`src/hdl/pspm_pkg.sv`:
```
// ----------------------------------------------------------------------------
// pspm_pkg
// Types and constants shared by the PCM sample player mixer.
// ----------------------------------------------------------------------------
`default_nettype none
package pspm_pkg;
    localparam int CHANNELS = 4;
    localparam int CH_W = 2;
    localparam int MEM_AW = 16;
    localparam int MEM_BYTES = 65536;
    localparam int QUEUE_DEPTH = 2;

    localparam logic [1:0] FUNC_TICK = 2'd0;
    localparam logic [1:0] FUNC_MEM = 2'd1;
    localparam logic [1:0] FUNC_SET = 2'd2;

    localparam logic [3:0] SET_START = 4'd0;
    localparam logic [3:0] SET_END = 4'd1;
    localparam logic [3:0] SET_LBEG = 4'd2;
    localparam logic [3:0] SET_LEND = 4'd3;
    localparam logic [3:0] SET_FREQ = 4'd4;
    localparam logic [3:0] SET_VOL = 4'd5;
    localparam logic [3:0] SET_EN = 4'd6;
    localparam logic [3:0] SET_LOOP = 4'd7;
    localparam logic [3:0] SET_WIDE = 4'd8;

    typedef enum logic [1:0] {
        CMD_TICK,
        CMD_MEM,
        CMD_SET
    } cmd_kind_t;

    // One classified request as it travels through the queue.
    typedef struct packed {
        cmd_kind_t   kind;
        logic [15:0] addr;
        logic [7:0]  data;
        logic [1:0]  chan;
        logic [3:0]  setting;
        logic [15:0] value;
    } cmd_t;

    typedef enum logic [3:0] {
        ST_IDLE,
        ST_EDGE,
        ST_PHASE,
        ST_RD0,
        ST_RD1,
        ST_WAIT,
        ST_GET,
        ST_MUL,
        ST_DIV,
        ST_OUT
    } back_state_t;
endpackage
`default_nettype wire

```
`src/hdl/pspm_front.sv`:
```
// ----------------------------------------------------------------------------
// pspm_front
// Classifies input requests and holds them in a short queue.
// ----------------------------------------------------------------------------
`default_nettype none
module pspm_front (
    input  wire logic             clk,
    input  wire logic             rst_n,
    input  wire logic             in_valid,
    output logic                  in_ready,
    input  wire logic [1:0]       func,
    input  wire logic [15:0]      mem_addr,
    input  wire logic [7:0]       mem_byte,
    input  wire logic [1:0]       chan,
    input  wire logic [3:0]       setting,
    input  wire logic [15:0]      setting_value,
    output logic                  q_valid,
    input  wire logic             q_pop,
    output pspm_pkg::cmd_t        q_cmd
);
    import pspm_pkg::*;

    cmd_t       q_reg [QUEUE_DEPTH];
    logic       wr_ptr_reg, wr_ptr_next, rd_ptr_reg, rd_ptr_next;
    logic [1:0] cnt_reg, cnt_next;
    logic       push, keep;
    cmd_t       cmd;

    assign in_ready = (cnt_reg != 2'(QUEUE_DEPTH));
    assign q_valid  = (cnt_reg != 2'd0);
    assign q_cmd    = q_reg[rd_ptr_reg];

    // Classify: unused func codes are dropped here.
    always_comb
    begin
        cmd.addr    = mem_addr;
        cmd.data    = mem_byte;
        cmd.chan    = chan;
        cmd.setting = setting;
        cmd.value   = setting_value;
        keep        = 1'b1;
        unique case (func)
            FUNC_TICK: cmd.kind = CMD_TICK;
            FUNC_MEM:  cmd.kind = CMD_MEM;
            FUNC_SET:  cmd.kind = CMD_SET;
            default:
            begin
                cmd.kind = CMD_TICK;
                keep     = 1'b0;
            end
        endcase
    end

    assign push        = in_valid && in_ready && keep;
    assign wr_ptr_next = wr_ptr_reg ^ push;
    assign rd_ptr_next = rd_ptr_reg ^ q_pop;
    assign cnt_next    = cnt_reg + 2'(push) - 2'(q_pop);

    // Queue pointers.
    always_ff @(posedge clk or negedge rst_n)
    begin
        if (!rst_n)
        begin
            wr_ptr_reg <= 1'b0;
            rd_ptr_reg <= 1'b0;
            cnt_reg    <= 2'd0;
        end
        else
        begin
            wr_ptr_reg <= wr_ptr_next;
            rd_ptr_reg <= rd_ptr_next;
            cnt_reg    <= cnt_next;
        end
    end

    // Queue payload.
    always_ff @(posedge clk)
    begin
        if (push)
        begin
            q_reg[wr_ptr_reg] <= cmd;
        end
    end
endmodule
`default_nettype wire

```
`config.mk`:
```
export PLATFORM = sky130hd
export DESIGN_NAME = pspm_front
export DESIGN_NICKNAME = d
export VERILOG_FILES = /design/src/hdl/pspm_pkg.sv /design/src/hdl/pspm_front.sv
export SDC_FILE = /design/constraint.sdc
export NUM_CORES = 1
export LEC_CHECK = 0
export ABC_AREA = 1
export BUFFER_PORTS_ARGS = -buffer_cell sky130_fd_sc_hd__buf_2
export CORE_ASPECT_RATIO = 0.9
export CORE_UTILIZATION = 45
export CTS_CLUSTER_DIAMETER = 120
export DETAILED_ROUTE_END_ITERATION = 12
export PLACE_DENSITY = 0.8
export SETUP_SLACK_MARGIN = 0.2
export SKIP_CTS_REPAIR_TIMING = 1
export SLEW_MARGIN = 20
export SYNTH_ARGS = -nofsm -noshare
export SYNTH_HDL_FRONTEND = slang
export SYNTH_SLANG_ARGS = --single-unit
```
`constraint.sdc`:
```
create_clock -name clk -period 4.4 [get_ports clk]
set_input_delay 0.44 -clock clk [delete_from_list [all_inputs] [get_ports clk]]
set_output_delay 0.44 -clock clk [all_outputs]
set_load 0.005 [all_outputs]
```
==> out/qor.csv <==
stage;metric;value;unit
floorplanning;die_w;98.14;um
power;swShare;27.31;%
sta;drv_slew;0;
floorplanning;row_count;31;
power;irDropWorstVdd;240.8;uV
sta;final.period_utilization;57.76;%
sta;maxSlewHeadroom;53.67;%
cts;cts-htree-levels;3;
floorplanning;dieArea;8688;um2
synth;synthFlopType;edfxtp_1;
synth;avgSynthCellArea;20.57;um2
cts;cts.sink_count;100;
critical_path;crit_type;reg2out;
power;clkPwrFrac;21.5;%
floorplanning;start_util;46.40;%
detailed_routing;drt_first_pass_iters;10;
critical_path;worstSetupStartpointType;flip-flop;
run_status;status;finished, violations left;
critical_path;cp-end-kind;output pin;
global_routing;grt_pass1_wl;9321;um
global_routing;grt_use_met2;26.76;%
placement;gp_congestion;0.7030;
run_status;violations;design-rule violations;
critical_path;worstPathArrival;2.10;ns
global_routing;first_global_vias;1997;
detailed_routing;route.vias.total;1927;
floorplanning;io_pins;102;
critical_path;path_delay_family;flip-flops;
synth;synth_edf_count;96;
synth;ys_types;13;
run;maxCapViolCount;0;
critical_path;cp.buffers_inverters;2;
finish;largest_reg_flops;96;
global_routing;grt_usage;14.49;%
critical_path;worst_ep_required_time;3.96;ns
finish;drive_gt1_share;57.09;%
cts;cts_tree;built;
cts;clk_pin_slew;0.10;ns
power;seq_power_share;51.0;%
power;p_int;1.899;mW
floorplanning;die_h;88.53;um
synth;synth.most_common_cell;edfxtp_1;
sta;tns;0;ns
cts;ctsRootBufferMaster;clkbuf_8;
detailed_routing;viasPerCell;4.878;
sta;grt_setup_unrepaired;no;
global_routing;grt.overflow.total;0;
sta;finalHoldViolCount;0;
synth;synth_nets;236;
critical_path;critPathMaxFanout;26;
synth;yosys.area.top_type_share;77.01;%
synth;syn_inst;182;
placement;port_buffers;101;
cts;clk_latency;0.35;ns
finish;fill_cells;659;
detailed_routing;totalWireLength;6093;um
placement;place_hpwl;3972;um
finish;area_delta_synth_final;21.79;%
power;comb_power_share;27.5;%
synth;synth_top_area_cell;edfxtp_1;
detailed_routing;drc;5;
floorplanning;core;8068;um2
synth;yosysSeqAreaShare;79.68;%
global_routing;busiest_layer;met2;
cts;numCtsBuffers;9;
detailed_routing;first_iter_violations;40;
global_routing;met3_usage;5.608;%
critical_path;crit_chain;buf_4, mux2_2, buf_2;
finish;final_core_util;56.51;%
power;p_leak;1.781;nW
power;cellPowerDensity;573.1;nW/um2
sta;finClkSkew;0.007985;ns
synth;synth_area;3744;um2
sta;max_freq;393.5;MHz
sta;period_needed;2.542;ns
critical_path;critPathMaxStageDelay;0.75;ns
sta;finalSetupViolations;0;
global_routing;grt_max_degree;49;
detailed_routing;antenna_left;0;
global_routing;antenna_found_initial;0;
synth;yosys-top-cells-area;edfxtp_1 77%, mux2_2 11%, mux2_4 4.0%;
min_path;hp-class;in2reg;
detailed_routing;routedWlPerCell;15.43;um
global_routing;use_met1;15.22;%
finish;diodes;0;
synth;async_flop_share;4.000;%
power;p_sw;0.7135;mW
finish;finalNetCount;346;
synth;ys_seq_elements;100;
cts;clk_path_buf_depth;2;
synth;synthTopCellsByCount;96 x edfxtp_1, 38 x mux2_2, 11 x nand2_1, 10 x inv_1, 10 x mux2_4;
critical_path;cpMaxStageDelayCell;dfrtp_2;
synth;yosysWarnings;0;
sta;tightestPinTransition;0.6933;ns
layout by cell type, fill, tap and decap left out, drive strengths merged:
cell	netlist	routed
clkbuf	0	9
xor2	1	1
nand2	11	11
bufinv	0	1
nand3	2	2
buf	5	103
dfrtp	4	4
inv	10	11
clkinv	0	3
edfxtp	96	96
mux2	48	48
ha	2	2
nor2	3	3
clkinvlp	0	1
dlygate4sd3	0	1
logic make-up after synthesis:
kind of cell / after synthesis / share of synthesized area [%]
simple gates: 16 / 1.671
mux: 48 / 15.44
xor+xnor: 1 / 0.2340
buf+inv: 15 / 2.306
flops: 100 / 79.68
fa+ha+maj: 2 / 0.6683
area by class of cell:
class / instances / area [um2] / share of cell area [%]
Clock buffer: 9 / 123.9 / 2.717
Multi-Input combinational cell: 67 / 694.4 / 15.23
Sequential cell: 100 / 2984 / 65.45
Tap cell: 99 / 123.9 / 2.717
Timing Repair Buffer: 104 / 530.5 / 11.64
Inverter: 10 / 37.54 / 0.8233
Clock inverter: 6 / 65.06 / 1.427
metrics by stage:
step                      instance area (um2)  worst slack, ns  power [mW]  cells  hold WS (ns)
after floorplan                          3744            1.297       1.815    182        0.1444
after global placement                   4350            2.060       2.058    379        0.2504
after detailed placement                 4360            2.148       2.093    379        0.2516
after CTS                                4549            1.796       2.655    394       -0.1411
after global routing                     4559            1.701       2.762    395        0.2424
final                                    4559            1.859       2.613    395        0.2684
layer usage:
layer / wire [um] / share of wire, %
met5: 0 / 0
met4: 107 / 1.8
met3: 353 / 5.8
met2: 3226 / 53
met1: 2405 / 39
power by group through the flow:
| stage | clock network (mW) | registers [mW] | logic, mW |
|---|---|---|---|
| after floorplan | 0 | 1.31 | 0.506 |
| after global placement | 0 | 1.35 | 0.711 |
| after detailed placement | 0 | 1.36 | 0.734 |
| after CTS | 0.582 | 1.34 | 0.736 |
| after global routing | 0.610 | 1.35 | 0.798 |
| final | 0.561 | 1.33 | 0.719 |
worst register-to-register path, delay by kind of cell (launching register included):
family,cells,cell delay (ns)
and+or+nand+nor,3,0.84
buffers and inverters,1,0.47
DFF,1,0.41
path summary, 6_finish.rpt:
path,to,slack (ns),from,cells past startpoint
max,q_cmd[47],1.86,rd_ptr_reg$_DFF_PN0_,3
min,q_reg[1][7]$_DFFE_PP_,0.27,setting_value[7],1
max reg2reg,q_reg[1][1]$_DFFE_PP_,2.34,cnt_reg[1]$_DFF_PN0_,4
min reg2reg,cnt_reg[0]$_DFF_PN0_,0.51,cnt_reg[0]$_DFF_PN0_,1
max in group asynchronous,rd_ptr_reg$_DFF_PN0_,3.84,rst_n,2
min in group asynchronous,cnt_reg[0]$_DFF_PN0_,0.42,rst_n,2
No activity file was read; power rests on OpenSTA's default activity.
